`src/design/assert_macros.svh`:
```
// Assertion helpers used by the RTL.
`ifndef ASSERT_MACROS_SVH
`define ASSERT_MACROS_SVH

// Same-cycle implication, disabled while reset is high.
`define ASSERT_SAME(label, clk, rst, ante, cons) \
  label: assert property (@(posedge clk) disable iff (rst) (ante) |-> (cons)) \
    else $error("assertion failed");

// Next-cycle implication, disabled while reset is high.
`define ASSERT_NEXT(label, clk, rst, ante, cons) \
  label: assert property (@(posedge clk) disable iff (rst) (ante) |=> (cons)) \
    else $error("assertion failed");

// Next-cycle implication that is also checked across reset.
`define ASSERT_NEXT_ALWAYS(label, clk, ante, cons) \
  label: assert property (@(posedge clk) (ante) |=> (cons)) \
    else $error("assertion failed");

`endif

```
`src/design/uart_pkg.sv`:
```
`timescale 1ns / 1ps

package uart_pkg;

  typedef logic [3:0]  phase_t;
  typedef logic [15:0] period_t;

  localparam phase_t  PH_IDLE       = 4'd0;
  localparam phase_t  PH_START      = 4'd1;
  localparam phase_t  PH_FIRST_DATA = 4'd2;
  localparam phase_t  PH_STOP       = 4'd10;

  localparam period_t PERIOD_RESET  = 16'd833;
  localparam period_t PERIOD_MIN    = 16'd2;

  typedef struct packed {
    logic line_out;
    logic send_ready;
  } tx_result_t;

  typedef struct packed {
    logic       got_valid;
    logic [7:0] got_byte;
  } rx_result_t;

  // Periods below two ticks behave as two.
  function automatic period_t eff_period(input period_t raw);
    eff_period = (raw < PERIOD_MIN) ? PERIOD_MIN : raw;
  endfunction

endpackage

```
`src/design/uart_tx_unit.sv`:
```
`timescale 1ns / 1ps

module uart_tx_unit (
  input  logic                clk,
  input  logic                rst,
  input  logic                step,
  input  uart_pkg::period_t   period,
  input  logic                send_valid,
  input  logic [7:0]          send_byte,
  output uart_pkg::tx_result_t result
);
  import uart_pkg::*;

  logic [7:0] send_shift, send_shift_next;
  phase_t     send_phase, send_phase_next;
  period_t    send_timer, send_timer_next;
  period_t    timer_inc;
  phase_t     bit_sel;
  logic       idle;

  assign idle      = (send_phase == PH_IDLE) || (send_phase > PH_STOP);
  assign timer_inc = send_timer + 16'd1;
  assign bit_sel   = send_phase - PH_FIRST_DATA;

  // Level driven from the state held before this beat's update.
  always_comb begin
    result.send_ready = idle;
    priority if (send_phase == PH_START) begin
      result.line_out = 1'b0;
    end else if (send_phase >= PH_FIRST_DATA && send_phase < PH_STOP) begin
      result.line_out = send_shift[bit_sel[2:0]];
    end else begin
      result.line_out = 1'b1;
    end
  end

  always_comb begin
    send_shift_next = send_shift;
    send_phase_next = send_phase;
    send_timer_next = send_timer;
    if (idle) begin
      send_phase_next = PH_IDLE;
      send_timer_next = '0;
      if (send_valid) begin
        send_shift_next = send_byte;
        send_phase_next = PH_START;
      end
    end else begin
      send_timer_next = timer_inc;
      if (timer_inc >= period) begin
        send_timer_next = '0;
        send_phase_next = (send_phase == PH_STOP) ? PH_IDLE : send_phase + 4'd1;
      end
    end
  end

  always_ff @(posedge clk) begin
    if (rst) begin
      send_shift <= '0;
      send_phase <= PH_IDLE;
      send_timer <= '0;
    end else if (step) begin
      send_shift <= send_shift_next;
      send_phase <= send_phase_next;
      send_timer <= send_timer_next;
    end
  end

endmodule

```
`src/design/uart_rx_unit.sv`:
```
`timescale 1ns / 1ps

module uart_rx_unit (
  input  logic                clk,
  input  logic                rst,
  input  logic                step,
  input  uart_pkg::period_t   period,
  input  logic                line_in,
  output uart_pkg::rx_result_t result
);
  import uart_pkg::*;

  logic [7:0] recv_shift, recv_shift_next;
  phase_t     recv_phase, recv_phase_next;
  period_t    recv_timer, recv_timer_next;
  period_t    timer_inc;
  period_t    half;
  logic       waiting;

  assign waiting   = (recv_phase == PH_IDLE) || (recv_phase > PH_STOP);
  assign timer_inc = recv_timer + 16'd1;
  assign half      = period >> 1;

  always_comb begin
    recv_shift_next = recv_shift;
    recv_phase_next = recv_phase;
    recv_timer_next = recv_timer;
    result.got_valid = 1'b0;
    result.got_byte  = '0;
    priority if (waiting) begin
      recv_timer_next = '0;
      recv_phase_next = line_in ? PH_IDLE : PH_START;
    end else if (recv_phase == PH_START) begin
      recv_timer_next = timer_inc;
      // mid start bit: confirm it is still low
      if (timer_inc >= half) begin
        recv_timer_next = '0;
        recv_phase_next = line_in ? PH_IDLE : PH_FIRST_DATA;
      end
    end else begin
      recv_timer_next = timer_inc;
      if (timer_inc >= period) begin
        recv_timer_next = '0;
        if (recv_phase < PH_STOP) begin
          recv_shift_next = {line_in, recv_shift[7:1]};
          recv_phase_next = recv_phase + 4'd1;
        end else begin
          result.got_valid = 1'b1;
          result.got_byte  = recv_shift;
          recv_phase_next  = PH_IDLE;
        end
      end
    end
  end

  always_ff @(posedge clk) begin
    if (rst) begin
      recv_shift <= '0;
      recv_phase <= PH_IDLE;
      recv_timer <= '0;
    end else if (step) begin
      recv_shift <= recv_shift_next;
      recv_phase <= recv_phase_next;
      recv_timer <= recv_timer_next;
    end
  end

endmodule

```
`src/design/uart_8n1_transceiver_core.sv`:
```
`timescale 1ns / 1ps
// Channel  Dir  Width  Contents
// s_axis   in   16     one clock tick: send_valid, send_byte, line_in
// m_axis   out  16     one result per tick: line_out, send_ready, got_valid, got_byte
// cfg      in   16     bit_period write
//
// One beat per cycle sustained while m_axis is not stalled; each result is registered
// from its beat in the input register. Input register -> tx/rx update -> output register.
// Reset (rst, synchronous) empties both registers, idles tx and rx, bit_period = 833.
// A stall on m_axis holds the output register; the input register still takes one
// more beat, then s_axis_tready drops until the output drains.
`include "assert_macros.svh"

module uart_8n1_transceiver_core (
  input  logic        clk,
  input  logic        rst,
  input  logic        s_axis_tvalid,
  output logic        s_axis_tready,
  input  logic [15:0] s_axis_tdata,   // [0] send_valid, [8:1] send_byte, [9] line_in, rest 0
  output logic        m_axis_tvalid,
  input  logic        m_axis_tready,
  output logic [15:0] m_axis_tdata,   // [0] line_out, [1] send_ready, [2] got_valid,
                                      // [10:3] got_byte, rest 0
  input  logic        cfg_valid,
  output logic        cfg_ready,
  input  logic [15:0] cfg_data
);
  import uart_pkg::*;

  period_t    bit_period;
  period_t    period;
  logic       in_v;
  logic       in_send_valid;
  logic [7:0] in_send_byte;
  logic       in_line;
  logic       out_v;
  logic [15:0] out_data;
  logic       advance;
  tx_result_t tx_res;
  rx_result_t rx_res;

  assign cfg_ready     = 1'b1;
  assign period        = eff_period(bit_period);
  assign advance       = in_v && (!out_v || m_axis_tready);
  assign s_axis_tready = !in_v || advance;
  assign m_axis_tvalid = out_v;
  assign m_axis_tdata  = out_data;

  always_ff @(posedge clk) begin
    if (rst) begin
      bit_period <= PERIOD_RESET;
    end else if (cfg_valid && cfg_ready) begin
      bit_period <= cfg_data;
    end
  end

  always_ff @(posedge clk) begin
    if (rst) begin
      in_v <= 1'b0;
    end else if (s_axis_tready) begin
      in_v <= s_axis_tvalid;
    end
  end

  always_ff @(posedge clk) begin
    if (s_axis_tvalid && s_axis_tready) begin
      in_send_valid <= s_axis_tdata[0];
      in_send_byte  <= s_axis_tdata[8:1];
      in_line       <= s_axis_tdata[9];
    end
  end

  uart_tx_unit u_tx (
    .clk       (clk),
    .rst       (rst),
    .step      (advance),
    .period    (period),
    .send_valid(in_send_valid),
    .send_byte (in_send_byte),
    .result    (tx_res)
  );

  uart_rx_unit u_rx (
    .clk    (clk),
    .rst    (rst),
    .step   (advance),
    .period (period),
    .line_in(in_line),
    .result (rx_res)
  );

  always_ff @(posedge clk) begin
    if (rst) begin
      out_v <= 1'b0;
    end else if (advance) begin
      out_v <= 1'b1;
    end else if (m_axis_tready) begin
      out_v <= 1'b0;
    end
  end

  always_ff @(posedge clk) begin
    if (advance) begin
      out_data <= {5'd0, rx_res.got_byte, rx_res.got_valid,
                   tx_res.send_ready, tx_res.line_out};
    end
  end

  `ASSERT_SAME(a_stall_only_when_full, clk, rst, !s_axis_tready,
               in_v && out_v && !m_axis_tready)
  `ASSERT_NEXT(a_advance_fills_out, clk, rst, advance, out_v)
  `ASSERT_SAME(a_idle_line_high, clk, rst, m_axis_tvalid && m_axis_tdata[1],
               m_axis_tdata[0])
  `ASSERT_NEXT_ALWAYS(a_reset_empties, clk, rst, !in_v && !out_v)

endmodule

```
`config.mk`:
```
export PLATFORM = sky130hd
export DESIGN_NAME = uart_8n1_transceiver_core
export DESIGN_NICKNAME = d
export VERILOG_FILES = /design/src/design/uart_pkg.sv /design/src/design/uart_tx_unit.sv /design/src/design/uart_rx_unit.sv /design/src/design/uart_8n1_transceiver_core.sv
export VERILOG_INCLUDE_DIRS = /design/src /design/src/design
export SDC_FILE = /design/constraint.sdc
export NUM_CORES = 1
export LEC_CHECK = 0
export BUFFER_PORTS_ARGS = -buffer_cell sky130_fd_sc_hd__buf_4
export CAP_MARGIN = 20
export CORE_MARGIN = 2
export CORE_UTILIZATION = 29
export CTS_CLUSTER_DIAMETER = 80
export DETAILED_ROUTE_END_ITERATION = 10
export HOLD_SLACK_MARGIN = 0.1
export PLACE_DENSITY = 0.46
export SLEW_MARGIN = 25
export SYNTH_ARGS = -nofsm -noshare
export SYNTH_HDL_FRONTEND = slang
export SYNTH_SLANG_ARGS = --single-unit
```
`constraint.sdc`:
```
create_clock -name clk -period 4.2 [get_ports clk]
set_input_delay 0.63 -clock clk [delete_from_list [all_inputs] [get_ports clk]]
set_output_delay 0.63 -clock clk [all_outputs]
set_load 0.03 [all_outputs]
```
==> results by group <==
Status
  • Status: completed

Logic synthesis
  • EDFF count, synth: 21
  • Yosys reg bits: 95
  • Post-synth top area share: 26.42%
  • Mapped Cells: 620
  • Yosys top cell by area: dfxtp_1
  • Top cells by area, synth: dfxtp_1 26%, ha_1 13%, edfxtp_1 11%, mux2i_1 5.5%, nand2_1 4.2%
  • Post-synthesis sequential area ratio: 37.67%
  • Post-synth top flop: dfxtp_1
  • Mean Syn Cell Area: 9.043 um2
  • Post-Syn Area: 5607 um2
  • Synthesis Warnings: 0
  • FFs w/ async S/R, synth: 0%
  • Synth cell types: 65

Critical path
  • Worst Path Max Fanout: 20
  • Critical Path Max Stage Delay: 0.47 ns
  • CP max stage cell: dfxtp_1
  • WP data arrival: 4.00 ns
  • Worst flop-to-flop path startpoint: u_rx.recv_timer[3]
  • Setup Crit Path Kind: reg -> reg
  • Crit path cell chain: nand4_1, nor2_1, nand4_1, nor2_1, xor2_1, ha_1, a21o_1, a211oi_2, o211ai_1, nor4_2, a21o_2, nor2_1, a211oi_1
  • Flop2flop setup slack: 0.47 ns
  • CP required: 4.47 ns
  • Worst setup EP type: register
  • CP Launch Type: register
  • CP dominant cell by count: nor2_1
  • FF-to-FF path depth: 13
  • Worst r2r dst: u_rx.recv_phase[3]

Timing
  • Fmax: 0.2682 GHz
  • Post-route setup TNS: 0 ns
  • Fin Clk Skew: 0.008209 ns
  • Final Slew Violations: 0
  • Final min period: 3.728 ns
  • Worst-margin pin slew: 0.8092 ns
  • PnR worst setup slack: 0.4720 ns
  • Setup violators final: 0
  • Slew margin rel.: 46.06%
  • Final hold vios: 0
  • Final period utilization: 88.76%
  • WHS: 0.4458 ns
  • RSZ-0062 raised after global routing: no

Floorplanning
  • IO Count: 56
  • Core area: 18830 um2
  • Initial Utilization: 29.77%
  • Die height: 143.0 um
  • Row cnt: 50
  • Die width: 143.0 um
  • Die area: 20460 um2

Layout
  • Fin cells: 913
  • Final Cell Area: 6452 um2
  • Share of layout cells above drive strength 1: 12.40%
  • Area growth syn-to-layout: 15.09%
  • Ant. Diodes: 0
  • Nets: 742

CTS
  • Clock transition at the registers of the reported paths: 0.07 ns
  • CTS tree: done
  • Quantity of gates resized following cts: 0
  • Sink Count: 95
  • CTS Buffer Depth: 2
  • Setup repair bufs after CTS: 0
  • Post-CTS Hold Fix Bufs: 0
  • Root buffer cell: clkbuf_16
  • Worst skew pair latency: 0.35 ns
  • CTS buffer count: 9
  • Total number of H-tree levels: 3

Detailed routing
  • Post-Route WL: 13.27 mm
  • DRT Pass-1 Iters: 4
  • Via count: 4487
  • Wire per inst: 14.53 um
  • DRC Markers: 0
  • Routed Antenna Nets: 0
  • Via/cell ratio: 4.915
  • Number of DRC markers in iteration 0: 247

Hold path
  • Hold EP: in_send_byte[0]
  • Hold WC Path Type: in -> reg
  • Worst hold stages: 1
  • Min-delay src: s_axis_tdata[1]

Global routing
  • First-pass GRT wire length: 21.92 mm
  • Vias in the first global route: 4493
  • Grt ovf: 0
  • Gr usage total: 13.49%
  • Antenna violations before repair: 0
  • Largest net degree at the start of global routing: 73

Place
  • Routability Congestion: 0.7921
  • Post-DP Area: 6151 um2
  • DP Worst Slack: 0.4863 ns
  • Dpl cells: 897
  • DPL Wire Length: 9.571 mm
  • Port Buffer Count: 43

Power
  • Peak VDD IR: 178.6 uV
  • Power Density: 319.0 nW/um2
  • Leak pwr: 2.577 nW

Job
  • Maxcap violations: 0
-- final cells by class --
| type | count | area [um2] |
|---|---|---|
| Inverter | 26 | 97.59 |
| Fill cell | 1953 | 12380 |
| Multi-Input combinational cell | 465 | 3233 |
| Timing Repair Buffer | 51 | 382.9 |
| Clock inverter | 6 | 62.56 |
| Tap cell | 260 | 325.3 |
| Clock buffer | 10 | 239.0 |
| Sequential cell | 95 | 2112 |
-- kinds of logic after synthesis --
logic type,count (synthesis),share of synthesized area [%]
xor+xnor,28,4.374
buf+inv,64,4.932
fa+ha+maj,57,12.72
mux,34,6.539
compound gates,106,13.17
flops,95,37.67
simple gates,234,20.46
other cells,2,0.1339
-- cells in the mapped netlist, types with 3 or more instances --
| master | count |
|---|---|
| buf_2 | 5 |
| mux2i_1 | 31 |
| and2_1 | 13 |
| o211ai_1 | 7 |
| xnor2_1 | 18 |
| or2_2 | 3 |
| nand3_1 | 33 |
| o21ai_0 | 8 |
| nor2b_1 | 5 |
| clkbuf_1 | 23 |
| a211oi_1 | 8 |
| nand4_1 | 13 |
| nor2_1 | 55 |
| and3_1 | 9 |
| xor2_1 | 10 |
| dfxtp_1 | 74 |
| nand2b_1 | 5 |
| a31oi_1 | 9 |
| or4_1 | 3 |
| o21a_1 | 3 |
| ha_1 | 57 |
| inv_1 | 24 |
| a21o_1 | 7 |
| edfxtp_1 | 21 |
| a32o_1 | 8 |
| a21oi_1 | 31 |
| buf_1 | 3 |
| buf_4 | 6 |
| nor4_1 | 6 |
| nor3_1 | 13 |
| nand2_1 | 62 |
| a22oi_1 | 4 |
-- flip-flops by register name (all words and copies together), names as in the netlist --
name and flops:
u_tx.send_timer 16, m_axis_tvalid 1, u_tx.send_shift 8, in_line 1
in_send_valid 1, in_v 1, m_axis_tdata 11, u_rx.recv_shift 8
in_send_byte 8, bit_period 16, u_tx.send_phase 4, u_rx.recv_timer 16
u_rx.recv_phase 4
-- power breakdown --
part | internal (W) | total [W] | switching [W]
Sequential | 0.000960 | 0.000980 | 0.0000195
Clock | 0.000434 | 0.000829 | 0.000395
Combinational | 0.0000923 | 0.000249 | 0.000157
-- critical path, delay by kind of cell (launching register included) --
kind	cells	cell delay, ns
flops	1	0.47
fa+ha+maj	1	0.31
compound gates	5	1.16
simple gates	6	1.36
xor+xnor	1	0.33
-- per-layer routing --
metal	up-vias	track usage [%]	routed length [um]	share of wire, %
met2	58	23.47	6608	50
met3	14	2.180	334	2.5
li1	2267	-	-	-
met1	2148	16.83	6132	46
met5	-	0	0	0
met4	0	4.742	191	1.4
-- worst max path at each step --
stage,startpoint,end,slack [ns],depth (start not counted)
2_1_floorplan,u_rx.recv_timer[0],u_rx.recv_timer[11],0.89,13
3_3_place_gp,u_rx.recv_timer[1],u_rx.recv_phase[0],0.58,14
3_5_place_dp,u_rx.recv_timer[1],u_rx.recv_phase[3],0.49,14
4_1_cts,u_rx.recv_timer[1],u_rx.recv_phase[3],0.45,14
5_1_grt,u_rx.recv_timer[1],u_rx.recv_phase[3],0.10,14
6_report,u_rx.recv_timer[3],u_rx.recv_phase[3],0.47,13
-- cells in the final DEF, fill, tap and decap left out, types with 21 or more instances in the layout --
cell and instances:
a21oi_1 31, nand3_1 33, edfxtp_1 21, nand2_1 62
mux2i_1 31, dfxtp_1 74, nor2_1 55, inv_1 24
ha_1 57, buf_4 51
-- metrics by stage --
stage	utilization (%)	total power [W]
final	34.27	0.002058
after global routing	34.27	0.002158
after CTS	34.27	0.002093
after detailed placement	32.66	0.001253
after global placement	32.66	0.001246
after floorplan	-	0.001171
(Power assumes the default switching activity.)
